--- src/rtl/bled_pkg.sv ---
package bled_pkg;

    typedef struct packed {
        logic button_one_level;
        logic button_two_level;
    } t_in_item;

    typedef struct packed {
        logic       led_one;
        logic       led_two;
        logic [1:0] pattern;
        logic       running;
    } t_out_item;

    localparam int unsigned COUNT_W = 16;
    localparam int unsigned DATA_W  = 32;
    localparam int unsigned ADDR_W  = 3;

    localparam logic [COUNT_W-1:0] WAIT_RESET = 16'd500;
    localparam logic [COUNT_W-1:0] COUNT_MAX  = 16'hFFFF;

    localparam logic REG_WAIT_TICKS = 1'b0;

    localparam logic [1:0] PAT_BLINK_ONE  = 2'd0;
    localparam logic [1:0] PAT_BLINK_TWO  = 2'd1;
    localparam logic [1:0] PAT_BLINK_BOTH = 2'd2;
    localparam logic [1:0] PAT_ALTERNATE  = 2'd3;

endpackage

--- src/rtl/bled_regs.sv ---
module bled_regs (
    input  logic                           i_clk,
    input  logic                           i_rst_n,
    input  logic                           psel,
    input  logic                           penable,
    input  logic                           pwrite,
    input  logic [bled_pkg::ADDR_W-1:0]    paddr,
    input  logic [bled_pkg::DATA_W-1:0]    pwdata,
    output logic [bled_pkg::DATA_W-1:0]    prdata,
    output logic                           pready,
    output logic [bled_pkg::COUNT_W-1:0]   o_wait_ticks
);
    import bled_pkg::*;

    logic [COUNT_W-1:0] r_wait_ticks;
    logic               wr_en;

    assign pready = 1'b1;
    assign wr_en  = psel && penable && pwrite && (paddr[2] == REG_WAIT_TICKS);

    always_ff @(posedge i_clk) begin
        if (!i_rst_n) begin
            r_wait_ticks <= WAIT_RESET;
        end else if (wr_en) begin
            r_wait_ticks <= pwdata[COUNT_W-1:0];
        end
    end

    always_comb begin
        prdata = '0;
        if (paddr[2] == REG_WAIT_TICKS) begin
            prdata = {{(DATA_W-COUNT_W){1'b0}}, r_wait_ticks};
        end
    end

    assign o_wait_ticks = r_wait_ticks;

endmodule

--- src/rtl/bled_core.sv ---
module bled_core (
    input  logic                           i_clk,
    input  logic                           i_rst_n,
    input  logic                           i_advance,
    input  bled_pkg::t_in_item             i_item,
    input  logic [bled_pkg::COUNT_W-1:0]   i_wait_ticks,
    output bled_pkg::t_out_item            o_result
);
    import bled_pkg::*;

    logic [COUNT_W-1:0] r_period;
    logic [COUNT_W-1:0] r_debounce;
    logic [1:0]         r_pattern;
    logic               r_active;
    logic               r_first_armed;
    logic               r_second_armed;
    logic               r_phase;
    logic               r_led_one;
    logic               r_led_two;

    logic [COUNT_W-1:0] n_period;
    logic [COUNT_W-1:0] n_debounce;
    logic [1:0]         n_pattern;
    logic               n_active;
    logic               n_first_armed;
    logic               n_second_armed;
    logic               n_phase;
    logic               n_led_one;
    logic               n_led_two;

    logic [COUNT_W-1:0] half;
    logic               press_one;
    logic               press_two;

    assign half      = i_wait_ticks >> 1;
    assign press_one = !i_item.button_one_level;
    assign press_two = !i_item.button_two_level;

    always_comb begin
        n_period       = (r_period == COUNT_MAX) ? COUNT_MAX : r_period + 16'd1;
        n_debounce     = (r_debounce == COUNT_MAX) ? COUNT_MAX : r_debounce + 16'd1;
        n_pattern      = r_pattern;
        n_active       = r_active;
        n_first_armed  = r_first_armed;
        n_second_armed = r_second_armed;
        n_phase        = r_phase;
        n_led_one      = r_led_one;
        n_led_two      = r_led_two;

        if (press_one && !n_first_armed) begin
            n_first_armed = 1'b1;
            n_debounce    = '0;
        end
        if (press_one && n_first_armed && (n_debounce >= half) && !n_active) begin
            n_pattern     = n_pattern + 2'd1;
            n_first_armed = 1'b0;
        end

        if (press_two && !n_second_armed) begin
            n_second_armed = 1'b1;
            n_debounce     = '0;
        end
        if (press_two && n_second_armed && (n_debounce >= half)) begin
            n_led_one = 1'b0;
            n_led_two = 1'b0;
            n_period  = '0;
            if (n_active) begin
                n_pattern = PAT_BLINK_ONE;
            end
            n_active       = !n_active;
            n_second_armed = 1'b0;
        end

        if ((n_period == i_wait_ticks) && n_active) begin
            case (n_pattern)
                PAT_BLINK_ONE: begin
                    n_led_one = !n_led_one;
                    n_led_two = 1'b0;
                end
                PAT_BLINK_TWO: begin
                    n_led_one = 1'b0;
                    n_led_two = !n_led_two;
                end
                PAT_BLINK_BOTH: begin
                    n_led_one = r_phase;
                    n_led_two = r_phase;
                    n_phase   = !r_phase;
                end
                default: begin
                    n_led_one = r_phase;
                    n_led_two = !r_phase;
                    n_phase   = !r_phase;
                end
            endcase
            n_period = '0;
        end
    end

    always_ff @(posedge i_clk) begin
        if (!i_rst_n) begin
            r_period       <= '0;
            r_debounce     <= '0;
            r_pattern      <= PAT_BLINK_ONE;
            r_active       <= 1'b0;
            r_first_armed  <= 1'b0;
            r_second_armed <= 1'b0;
            r_phase        <= 1'b1;
            r_led_one      <= 1'b1;
            r_led_two      <= 1'b1;
        end else if (i_advance) begin
            r_period       <= n_period;
            r_debounce     <= n_debounce;
            r_pattern      <= n_pattern;
            r_active       <= n_active;
            r_first_armed  <= n_first_armed;
            r_second_armed <= n_second_armed;
            r_phase        <= n_phase;
            r_led_one      <= n_led_one;
            r_led_two      <= n_led_two;
        end
    end

    assign o_result.led_one = n_led_one;
    assign o_result.led_two = n_led_two;
    assign o_result.pattern = n_pattern;
    assign o_result.running = n_active;

    // The pattern cannot change while the block stays active.
    a_pattern_held: assert property (@(posedge i_clk) disable iff (!i_rst_n)
        (i_advance && r_active && n_active) |=> $stable(r_pattern))
        else $error("pattern changed while active");

    // The LEDs hold while the block stays inactive.
    a_leds_idle: assert property (@(posedge i_clk) disable iff (!i_rst_n)
        (i_advance && !r_active && !n_active) |=> ($stable(r_led_one) && $stable(r_led_two)))
        else $error("LED changed while inactive");

    // Leaving the active state always clears the pattern and both LEDs.
    a_deactivate: assert property (@(posedge i_clk) disable iff (!i_rst_n)
        (i_advance && r_active && !n_active)
        |=> (r_pattern == PAT_BLINK_ONE && !r_led_one && !r_led_two))
        else $error("deactivation left pattern or LEDs set");

endmodule

--- src/rtl/button_led_pattern_controller.sv ---
// A request accepted into the input register moves into the output register at the
// first edge at which the output is not stalled; each stalling edge holds it there.
// Throughput: one request per cycle unless the output stalls; the whole tick update is
// one combinational pass from the input register into the state and result registers.
// Reset is synchronous and active low: state returns to its power-on values,
// wait_ticks to 500, and both request stages empty.
module button_led_pattern_controller (
    input  logic                           i_clk,
    input  logic                           i_rst_n,
    input  logic                           i_in_valid,
    output logic                           o_in_stall,
    input  bled_pkg::t_in_item             i_in_data,
    output logic                           o_out_valid,
    input  logic                           i_out_stall,
    output bled_pkg::t_out_item            o_out_data,
    input  logic                           psel,
    input  logic                           penable,
    input  logic                           pwrite,
    input  logic [bled_pkg::ADDR_W-1:0]    paddr,
    input  logic [bled_pkg::DATA_W-1:0]    pwdata,
    output logic [bled_pkg::DATA_W-1:0]    prdata,
    output logic                           pready
);
    import bled_pkg::*;

    logic [COUNT_W-1:0] wait_ticks;
    logic               r_in_valid;
    t_in_item           r_in_data;
    logic               r_out_valid;
    t_out_item          r_out_data;
    t_out_item          result;
    logic               out_load;
    logic               advance;

    assign out_load   = !r_out_valid || !i_out_stall;
    assign advance    = r_in_valid && out_load;
    assign o_in_stall = r_in_valid && !out_load;

    bled_regs u_regs (
        .i_clk        (i_clk),
        .i_rst_n      (i_rst_n),
        .psel         (psel),
        .penable      (penable),
        .pwrite       (pwrite),
        .paddr        (paddr),
        .pwdata       (pwdata),
        .prdata       (prdata),
        .pready       (pready),
        .o_wait_ticks (wait_ticks)
    );

    bled_core u_core (
        .i_clk        (i_clk),
        .i_rst_n      (i_rst_n),
        .i_advance    (advance),
        .i_item       (r_in_data),
        .i_wait_ticks (wait_ticks),
        .o_result     (result)
    );

    always_ff @(posedge i_clk) begin
        if (!i_rst_n) begin
            r_in_valid <= 1'b0;
        end else if (!o_in_stall) begin
            r_in_valid <= i_in_valid;
        end
    end

    always_ff @(posedge i_clk) begin
        if (!o_in_stall && i_in_valid) begin
            r_in_data <= i_in_data;
        end
    end

    always_ff @(posedge i_clk) begin
        if (!i_rst_n) begin
            r_out_valid <= 1'b0;
        end else if (out_load) begin
            r_out_valid <= r_in_valid;
        end
    end

    always_ff @(posedge i_clk) begin
        if (advance) begin
            r_out_data <= result;
        end
    end

    assign o_out_valid = r_out_valid;
    assign o_out_data  = r_out_data;

    // A request waiting in the input stage is kept until the output takes it.
    a_in_held: assert property (@(posedge i_clk) disable iff (!i_rst_n)
        (r_in_valid && !out_load) |=> (r_in_valid && $stable(r_in_data)))
        else $error("input request lost while output stalled");

    // A request that leaves the input stage always appears at the output.
    a_advance: assert property (@(posedge i_clk) disable iff (!i_rst_n)
        advance |=> r_out_valid)
        else $error("advanced request missing at output");

    // The input side only stalls when the input stage is occupied.
    a_stall_cause: assert property (@(posedge i_clk) disable iff (!i_rst_n)
        o_in_stall |-> (r_in_valid && r_out_valid && i_out_stall))
        else $error("input stalled without cause");

endmodule
--- config.mk ---
export PLATFORM = sky130hd
export DESIGN_NAME = button_led_pattern_controller
export DESIGN_NICKNAME = d
export VERILOG_FILES = /design/src/rtl/bled_pkg.sv /design/src/rtl/bled_regs.sv /design/src/rtl/bled_core.sv /design/src/rtl/button_led_pattern_controller.sv
export SDC_FILE = /design/constraint.sdc
export NUM_CORES = 1
export LEC_CHECK = 0
export BUFFER_PORTS_ARGS = -buffer_cell sky130_fd_sc_hd__buf_2
export CAP_MARGIN = 10
export CORE_MARGIN = 3
export CORE_UTILIZATION = 43
export CTS_BUF_LIST = sky130_fd_sc_hd__clkbuf_16
export DETAILED_ROUTE_END_ITERATION = 10
export GPL_TIMING_DRIVEN = 0
export PLACE_DENSITY = 0.63
export SYNTH_ARGS = -nofsm -noshare
export SYNTH_HDL_FRONTEND = slang
export SYNTH_SLANG_ARGS = --single-unit
--- constraint.sdc ---
create_clock -name i_clk -period 10.4 [get_ports i_clk]
set_input_delay 1.56 -clock i_clk [delete_from_list [all_inputs] [get_ports i_clk]]
set_output_delay 1.56 -clock i_clk [all_outputs]
set_load 0.02 [all_outputs]
==> results.json, run 1 <==
{
  "die_y_um": 113,
  "powerDensity_mw_per_mm2": 116,
  "r2r-end": "u_core.r_period[2]$_SDFFE_PN0P_",
  "ff_latch_area_mm2": 0.00137,
  "clockRootBuffer": "clkbuf_16",
  "min_from": "u_regs.o_wait_ticks[11]$_SDFFE_PN0P_",
  "m1WireLength_um": 6740,
  "netlist_instances": 642,
  "wl_um": 15400,
  "fin_skew_ps": 6.14,
  "drt_iter0_markers": 434,
  "avgViaCountPerCell": 5.74,
  "instances_no_fill": 860,
  "initial_core_util_pct": 44.8,
  "rsz0062_at_grt": "no",
  "setup-tns-final_ps": 0,
  "synth_top_area_cell": "dfxtp_1",
  "ant_nets": 0,
  "p_leak_nw": 2.32,
  "area_growth_syn_to_layout_pct": 15.9,
  "tritoncts": "done",
  "grt_max_degree": 15,
  "die-area_mm2": 0.0128,
  "fp.dieW_um": 113,
  "rrSetupSlack_ps": 5250,
  "yosysMostFrequentCell": "nand2_1",
  "maxSlewViolCount": 0,
  "slowest_delay_ps": 540,
  "num_vias": 4936,
  "drtPass1Iterations": 6,
  "rr_startpoint": "u_core.r_debounce[0]$_SDFFE_PN0P_",
  "yosys_most_used_dff": "dfxtp_1",
  "top_layer_used": "met4",
  "critPathLaunchType": "flop",
  "htreeDepth": 3,
  "ys_top_cells_by_count": "93 x nand2_1, 58 x dfxtp_1, 42 x nor2_1",
  "antennaDiodeCount": 0,
  "yosysTopAreaCellShare_pct": 23.5,
  "nets": 791,
  "synthesis.area_mm2": 0.00495,
  "drc": 0,
  "cp_top_family": "compound AO/OA/AOI/OAI gates",
  "nFillCells": 1086,
  "maxCapViolCount": 0,
  "gp_congestion": 0.939,
  "cts_resized": 0,
  "cts_buffer_depth": 2,
  "p_int_mw": 0.491,
  "drive_above_1_share_pct": 15.1,
  "dp_cells": 844,
  "p_sw_share_pct": 25.9,
  "relSlewSlack_pct": 46.3,
  "pin_count": 84,
  "ys_seq_area_share_pct": 27.7,
  "ir_worst_vdd_uv": 69.9,
  "hold_path_class": "reg2reg",
  "wl_per_cell_um": 17.9,
  "period_needed_ps": 5150,
  "grt_antenna_before_repair": 0,
  "fp.coreArea_mm2": 0.0110,
  "fin_crit_sh_pct": 49.5,
  "ys_ff_latch": 65,
  "fmax_mhz": 194,
  "hpwl_um": 12000,
  "rows": 38,
  "clkLatencyLatePin_ps": 340,
  "grt_usage_pct": 24.0,
  "synth.area.top_cells": "dfxtp_1 23%, ha_1 8.1%, nand2_1 7.1%",
  "cp_slowest_cell": "o21ai_1",
  "cp-end-kind": "flop",
  "numPortBuffers": 47,
  "post_cts_buffers": 0,
  "avgSynthCellArea_um2": 7.70,
  "min_to": "u_regs.o_wait_ticks[11]$_SDFFE_PN0P_",
  "hold_violations": 0,
  "status": "finished clean",
  "seq_power_share_pct": 39.5,
  "reg2reg_depth": 17,
  "p_clk_share_pct": 50.3,
  "p_sw_mw": 0.171,
  "crit_chain": "ha_1 > nand3_1 > nor2_1 > nand2_1 > clkbuf_1 > a21oi_1 > nor2b_1 > ha_1 > a21oi_1 > o21ai_0 > a31oi_1 > a2111oi_0 > a2111o_1 > a2111oi_4 > a31oi_2 > o21ai_1 > nor3_1",
  "met2_length_um": 7300,
  "combPwrFrac_pct": 10.1,
  "synth-edff-count": 7,
  "grt_pass1_wl_um": 24200,
  "multi_input_area_mm2": 0.00321,
  "hold_buffers": 0,
  "grt-ovfl-total": 0,
  "clock-sinks": 65,
  "min_path_cells": 2,
  "async_reset_ff_share_pct": 0,
  "worst_slew_pin_slew_ps": 806,
  "crit_type": "reg2reg",
  "cp_num_buf_inv": 1,
  "cts_buffers": 9,
  "critPathMaxFanout": 10,
  "route.met3.wl_um": 738,
  "setup_viol": 0,
  "clk_pin_slew_worst_paths_ps": 60,
  "synth_cell_types": 71,
  "ys_warn_count": 0,
  "crit_required_ps": 10600,
  "critPathArrivalTime_ps": 5350,
  "grt_pass1_vias": 4666
}
cells by family after synthesis:
group                    after synthesis  share of synthesized area (%)
XOR/XNOR                              17                           3.01
flip-flops                            65                           27.7
buffers and inverters                 82                           8.42
AO/OA/AOI/OAI                        177                           25.2
AND/OR/NAND/NOR                      264                           26.8
multiplexers                           3                          0.607
other                                  2                          0.152
adder cells (fa/ha/maj)               32                           8.10
metrics by stage:
step / utilization, % / cell area [um2] / setup WS [ps] / power, mW / hold WS, ps
4_1_cts: 52.0 / 5730 / 5370 / 0.667 / 477
3_3_place_gp: 49.1 / 5410 / 5290 / 0.333 / 459
6_report: 52.0 / 5730 / 5250 / 0.662 / 473
2_1_floorplan: - / 5000 / 6350 / 0.311 / 443
5_1_grt: 52.0 / 5730 / 4980 / 0.685 / 513
3_5_place_dp: 49.1 / 5410 / 5420 / 0.333 / 469
layer usage:
metal | vias up | global-route usage, %
li1 | 2457 | -
met1 | 2311 | 29.8
met2 | 132 | 40.0
met3 | 36 | 3.53
met4 | 0 | 12.7
met5 | - | 0
worst register-to-register path, cell delays in order, from the launching register on:
cell and delay, ps:
dfxtp_1 480, ha_1 240, nand3_1 140, nor2_1 410, nand2_1 200, clkbuf_1 290
a21oi_1 290, nor2b_1 280, ha_1 290, a21oi_1 120, o21ai_0 90, a31oi_1 330
a2111oi_0 140, a2111o_1 490, a2111oi_4 320, a31oi_2 250, o21ai_1 540, nor3_1 120
layout make-up:
type / count / share of cell area (%)
Tap cell: 140 / 3.06
Timing Repair Buffer: 47 / 4.10
Buffer: 55 / 5.50
Multi-Input combinational cell: 510 / 56.1
Clock inverter: 7 / 1.64
Sequential cell: 65 / 23.9
Clock buffer: 9 / 3.93
Inverter: 27 / 1.77
sequential cells by signal, indices dropped and copies added (netlist names), named ones only:
register and count:
u_core.r_pattern 2, u_core.r_phase 1, u_core.r_led_one 1, u_core.r_led_two 1
u_core.r_first_armed 1, u_regs.o_wait_ticks 16, u_core.r_active 1, u_core.r_period 16
r_in_valid 1, r_in_data 2, u_core.r_debounce 16, o_out_valid 1
o_out_data 5
power by group through the flow:
stage / registers, mW / logic, mW / clock network [mW]
6_report: 0.262 / 0.0671 / 0.333
3_5_place_dp: 0.267 / 0.0661 / 0
2_1_floorplan: 0.267 / 0.0445 / 0
4_1_cts: 0.262 / 0.0665 / 0.339
5_1_grt: 0.262 / 0.0730 / 0.350
3_3_place_gp: 0.267 / 0.0656 / 0
placed cells by master, fill, tap and decap left out, types with 8 or more instances in the layout:
cell        n
nand2_1    93
dfxtp_1    58
buf_2      56
nor2_1     42
a21oi_1    37
ha_1       32
a21boi_0   31
nand3_1    27
inv_1      26
o21ai_0    24
clkbuf_1   20
buf_4      20
nor3_1     19
nand4_1    18
nor2b_1    17
conb_1     17
xnor2_1    12
o211ai_1   11
a211oi_1    9
a21o_1      9
clkbuf_16   9
nor4_1      8
worst max path at each step:
stage                                       from                               to  slack [ps]  cells after the start
2_1_floorplan  u_core.r_debounce[0]$_SDFFE_PN0P_  u_core.r_period[5]$_SDFFE_PN0P_        6350                     18
3_3_place_gp   u_core.r_debounce[0]$_SDFFE_PN0P_  u_core.r_period[2]$_SDFFE_PN0P_        5290                     17
3_5_place_dp   u_core.r_debounce[0]$_SDFFE_PN0P_  u_core.r_period[7]$_SDFFE_PN0P_        5420                     17
4_1_cts        u_core.r_debounce[0]$_SDFFE_PN0P_  u_core.r_period[7]$_SDFFE_PN0P_        5370                     17
5_1_grt        u_core.r_debounce[0]$_SDFFE_PN0P_  u_core.r_period[2]$_SDFFE_PN0P_        4980                     17
6_report       u_core.r_debounce[0]$_SDFFE_PN0P_  u_core.r_period[2]$_SDFFE_PN0P_        5250                     17
(Power assumes the default switching activity.)
==> run 2, diff against run 1 <==
--- a/config.mk
+++ b/config.mk
@@ -5,6 +5,7 @@
 export SDC_FILE = /design/constraint.sdc
 export NUM_CORES = 1
 export LEC_CHECK = 0
+export ABC_AREA = 1
 export BUFFER_PORTS_ARGS = -buffer_cell sky130_fd_sc_hd__buf_2
 export CAP_MARGIN = 10
 export CORE_MARGIN = 3
==> constraint.sdc (replaced) <==
create_clock -name i_clk -period 5 [get_ports i_clk]
set_input_delay 0.75 -clock i_clk [delete_from_list [all_inputs] [get_ports i_clk]]
set_output_delay 0.75 -clock i_clk [all_outputs]
set_load 0.02 [all_outputs]
==> results.json, run 2 <==
{
  "drive_above_1_share_pct": 17.1,
  "critPathMaxFanout": 10,
  "wl_per_cell_um": 13.9,
  "clock-sinks": 65,
  "grt_pass1_vias": 4746,
  "pin_count": 84,
  "avgSynthCellArea_um2": 6.56,
  "slowest_delay_ps": 390,
  "relSlewSlack_pct": 43.7,
  "clockRootBuffer": "clkbuf_16",
  "fin_skew_ps": 3.95,
  "setup-tns-final_ps": 0,
  "drtPass1Iterations": 7,
  "period_needed_ps": 4510,
  "status": "finished clean",
  "synth.area.top_cells": "dfxtp_1 24%, nand2_1 15%, ha_1 8.3%",
  "maxCapViolCount": 0,
  "fp.dieW_um": 112,
  "die_y_um": 112,
  "fmax_mhz": 222,
  "area_growth_syn_to_layout_pct": 15.6,
  "hold_path_class": "reg2reg",
  "fin_crit_sh_pct": 90.2,
  "final_common_cell": "nand2_1",
  "finalPower_mw": 1.37,
  "netlist_instances": 739,
  "cp_num_buf_inv": 6,
  "clk_pin_slew_worst_paths_ps": 60,
  "yosys_most_used_dff": "dfxtp_1",
  "nets": 888,
  "worst_slew_pin_slew_ps": 844,
  "p_sw_mw": 0.388,
  "antennaDiodeCount": 0,
  "cts_buffers": 9,
  "hold_violations": 0,
  "seq_power_share_pct": 41.1,
  "drt_iter0_markers": 349,
  "grt_antenna_before_repair": 0,
  "yosysTopAreaCellShare_pct": 23.9,
  "yosysMostFrequentCell": "nand2_1",
  "htreeDepth": 3,
  "grt_max_degree": 15,
  "critPathLaunchType": "flop",
  "synth-edff-count": 7,
  "synth_cell_types": 42,
  "ys_ff_latch": 65,
  "p_clk_share_pct": 44.2,
  "avgViaCountPerCell": 5.08,
  "rsz0062_at_grt": "no",
  "tritoncts": "done",
  "critPathArrivalTime_ps": 4690,
  "powerDensity_mw_per_mm2": 244,
  "combPwrFrac_pct": 14.7,
  "ir_worst_vdd_uv": 189,
  "crit_required_ps": 5190,
  "most-common-layout-cells": "192 x nand2_1, 93 x inv_1, 73 x nor2_1",
  "clkLatencyLatePin_ps": 330,
  "cp_common_cell": "nand2_1",
  "synth_top_area_cell": "dfxtp_1",
  "synthesis.area_mm2": 0.00485,
  "ys_top_cells_by_count": "192 x nand2_1, 93 x inv_1, 73 x nor2_1",
  "num_vias": 4861,
  "async_reset_ff_share_pct": 0,
  "gp_congestion": 0.917,
  "p_int_mw": 0.980,
  "cp_top_family": "simple AND/OR/NAND/NOR gates",
  "setup_viol": 0,
  "ys_seq_area_share_pct": 28.3,
  "drc": 0,
  "grt_pass1_wl_um": 22200,
  "instances_no_fill": 957,
  "hpwl_um": 10600,
  "die-area_mm2": 0.0126,
  "maxSlewViolCount": 0,
  "initial_core_util_pct": 44.3,
  "grt_usage_pct": 21.8,
  "wl_um": 13300,
  "cts_buffer_depth": 2,
  "ant_nets": 0,
  "crit_type": "reg2reg",
  "fp.coreArea_mm2": 0.0109,
  "ys_warn_count": 0,
  "cp_slowest_cell": "dfxtp_1",
  "grt-ovfl-total": 0,
  "dp_cells": 941,
  "p_leak_nw": 2.75,
  "numPortBuffers": 47,
  "rows": 38,
  "cp-end-kind": "flop",
  "p_sw_share_pct": 28.4
}
run 2: through the flow:
stage / hold slack, ps / util, % / setup WS, ps / area, um2
after floorplan: 434 / - / 1240 / 4900
after global placement: 452 / 48.6 / 454 / 5320
after detailed placement: 465 / 48.6 / 402 / 5320
after CTS: 479 / 51.2 / 386 / 5600
after global routing: 508 / 51.3 / 2.46 / 5610
final: 478 / 51.3 / 491 / 5610
run 2: path summary, 6_finish.rpt:
check	slack (ps)	from	cells past startpoint	to
worst max-delay path	490	u_core.r_debounce[1]$_SDFFE_PN0P_	35	u_core.r_period[8]$_SDFFE_PN0P_
worst min-delay path	480	u_core.r_led_one$_SDFFE_PN1P_	2	u_core.r_led_one$_SDFFE_PN1P_
worst max register to register	490	u_core.r_debounce[1]$_SDFFE_PN0P_	35	u_core.r_period[8]$_SDFFE_PN0P_
worst min register to register	480	u_core.r_led_one$_SDFFE_PN1P_	2	u_core.r_led_one$_SDFFE_PN1P_
run 2: worst reg2reg max path, delay by kind of cell, from the launching register on:
kind | cells | cell delay (ps)
AOI/OAI and AO/OA | 2 | 210
adders and majority gates | 2 | 520
buffers and inverters | 6 | 840
DFF | 1 | 390
and+or+nand+nor | 25 | 2410
run 2: cells by family after synthesis:
logic type                 count (synthesis)  share of synthesized area, %
and+or+nand+nor                          373                          34.3
buffers and inverters                    136                          12.4
DFF                                       65                          28.3
AOI/OAI and AO/OA                        116                          13.9
other                                      2                         0.155
xor gates and xnor gates                  15                          2.71
adders and majority gates                 32                          8.26
run 2: routing by layer:
layer	share of wire (%)	vias up	GRT usage, %	wire (um)
li1	-	2496	-	-
met1	43	2227	26.4	5710
met2	50	108	38.2	6660
met3	4.1	30	3.83	543
met4	2.7	0	8.57	354
met5	0	-	0	0
run 2: power groups by stage:
stage | Combinational, mW | Clock (mW) | Sequential, mW
2_1_floorplan | 0.142 | 0 | 0.572
3_3_place_gp | 0.198 | 0 | 0.572
3_5_place_dp | 0.201 | 0 | 0.572
4_1_cts | 0.202 | 0.615 | 0.561
5_1_grt | 0.228 | 0.635 | 0.564
6_report | 0.202 | 0.605 | 0.562
run 2: cell type report:
class                           count  area, um2
Tap cell                          140        175
Inverter                           97        364
Timing Repair Buffer               47        235
Multi-Input combinational cell    553       2930
Buffer                             39        238
Clock inverter                      6       38.8
Sequential cell                    65       1370
Fill cell                        1138       5330
Clock buffer                       10        250
run 2: repair_timing:
action	in CTS	in global routing
gates resized for setup	0	3
setup buffers	0	0
endpoints found under the setup margin	0	12
hold buffers	0	0
==> run 3, diff against run 2 <==
--- a/config.mk
+++ b/config.mk
@@ -11,8 +11,10 @@
 export CORE_MARGIN = 3
 export CORE_UTILIZATION = 43
 export CTS_BUF_LIST = sky130_fd_sc_hd__clkbuf_16
+export CTS_CLUSTER_SIZE = 16
 export DETAILED_ROUTE_END_ITERATION = 10
 export GPL_TIMING_DRIVEN = 0
+export MAX_ROUTING_LAYER = met4
 export PLACE_DENSITY = 0.63
 export SYNTH_ARGS = -nofsm -noshare
 export SYNTH_HDL_FRONTEND = slang
==> results.json, run 3 (synthesized netlist as in run 2, its figures left out) <==
{
  "status": "finished clean",
  "cp_slowest_cell": "dfxtp_1",
  "initial_core_util_pct": 44.3,
  "final_common_cell": "nand2_1",
  "num_vias": 4824,
  "relSlewSlack_pct": 42.3,
  "cp_top_family": "simple AND/OR/NAND/NOR gates",
  "maxSlewViolCount": 0,
  "fmax_mhz": 221,
  "clockRootBuffer": "clkbuf_16",
  "drtPass1Iterations": 8,
  "nFillCells": 1151,
  "rows": 38,
  "slowest_delay_ps": 390,
  "cp_common_cell": "nand2_1",
  "drt_iter0_markers": 333,
  "grt_pass1_vias": 4567,
  "period_needed_ps": 4520,
  "grt_max_degree": 15,
  "hold_buffers": 0,
  "fin_crit_sh_pct": 90.4,
  "setup-tns-final_ps": 0,
  "dpl_worst_slack_ps": 372,
  "maxCapViolCount": 0,
  "drive_above_1_share_pct": 16.8,
  "die-area_mm2": 0.0126,
  "grt_antenna_before_repair": 0,
  "fp.coreArea_mm2": 0.0109,
  "hpwl_um": 10600,
  "critPathArrivalTime_ps": 4700,
  "fp.dieW_um": 112,
  "setup_slack_ps": 482,
  "instances_no_fill": 957,
  "p_leak_nw": 2.74,
  "gp_congestion": 0.943,
  "hold_ws_ps": 472,
  "powerDensity_mw_per_mm2": 236,
  "cp_num_buf_inv": 5,
  "die_y_um": 112,
  "crit_required_ps": 5180,
  "cts_buffer_depth": 2,
  "tritoncts": "done",
  "area_growth_syn_to_layout_pct": 15.2,
  "clock-sinks": 65,
  "numPortBuffers": 47,
  "clkLatencyLatePin_ps": 320,
  "wl_um": 13200,
  "cts_buffers": 9,
  "cp-end-kind": "flop",
  "pin_count": 84,
  "crit_type": "reg2reg",
  "htreeDepth": 3,
  "antennaDiodeCount": 0,
  "most-common-layout-cells": "192 x nand2_1, 94 x inv_1, 73 x nor2_1",
  "critPathLaunchType": "flop",
  "rsz0062_at_grt": "no",
  "drc": 0,
  "grt-ovfl-total": 0,
  "grt_usage_pct": 22.1,
  "fin_skew_ps": 7.17,
  "ir_worst_vdd_uv": 141,
  "setup_viol": 0,
  "worst_slew_pin_slew_ps": 866,
  "dp_cells": 941,
  "hold_path_class": "reg2reg",
  "post_cts_buffers": 0,
  "hold_violations": 0,
  "nets": 888,
  "grt_pass1_wl_um": 21800,
  "ant_nets": 0,
  "wl_per_cell_um": 13.8,
  "avgViaCountPerCell": 5.04,
  "critPathMaxFanout": 10,
  "clk_pin_slew_worst_paths_ps": 50
}
run 3: changes by cell type in the layout (fill, tap and decap cells not counted):
cell	delta
buf_2	-1
clkbuf_16	-1
clkbuf_2	+1
clkinv_1	+2
clkinv_2	-2
clkinvlp_4	+1
inv_1	+1
inv_6	-1
nor2_2	-1
nor2_4	+1
run 3: repair_timing:
action,CTS,global route
endpoints found under the hold margin,0,0
setup endpoints to repair,0,14
gates resized for setup,0,3
run 3: final cells by class:
class	instances	area, um2	area share [%]
plain buffers	39	238	4.26
multi-input cells	553	2940	52.6
flip-flops and latches	65	1370	24.6
clock buffers	9	225	4.03
well taps	140	175	3.14
repair buffers	47	235	4.21
clock inverters	7	38.8	0.694
inverters	97	364	6.52
run 3: metal layers:
layer / global-route usage (%) / share of wire [%] / vias to the layer above
met3: 4.15 / 3.8 / 26
met5: - / 0 / -
met4: 7.37 / 2.3 / 0
li1: - / - / 2498
met2: 37.8 / 50 / 98
met1: 26.2 / 43 / 2202
run 3: metrics by stage:
step	power (mW)	util, %	cell area [um2]
6_report	1.32	51.1	5590
3_3_place_gp	0.770	48.6	5320
4_1_cts	1.33	51.0	5580
2_1_floorplan	0.715	-	4900
5_1_grt	1.38	51.1	5590
3_5_place_dp	0.774	48.6	5320
run 3: power breakdown:
group / switching (mW) / internal (mW)
Sequential: 0.0148 / 0.547
Clock: 0.227 / 0.330
Combinational: 0.134 / 0.0678
run 3: path summary, 6_finish.rpt:
path / start / slack [ps] / end / cells after the start
setup / recovery: u_core.r_debounce[0]$_SDFFE_PN0P_ / 480 / u_core.r_period[10]$_SDFFE_PN0P_ / 35
hold reg to reg: r_in_valid$_SDFFE_PN0N_ / 470 / o_out_valid$_SDFFE_PN0N_ / 2
setup reg to reg: u_core.r_debounce[0]$_SDFFE_PN0P_ / 480 / u_core.r_period[10]$_SDFFE_PN0P_ / 35
hold / removal: r_in_valid$_SDFFE_PN0N_ / 470 / o_out_valid$_SDFFE_PN0N_ / 2
run 3: tightest hold or removal path, cell delays in order, from the launching register on:
cell,delay (ps)
dfxtp_1,300
inv_1,60
a21oi_1,60
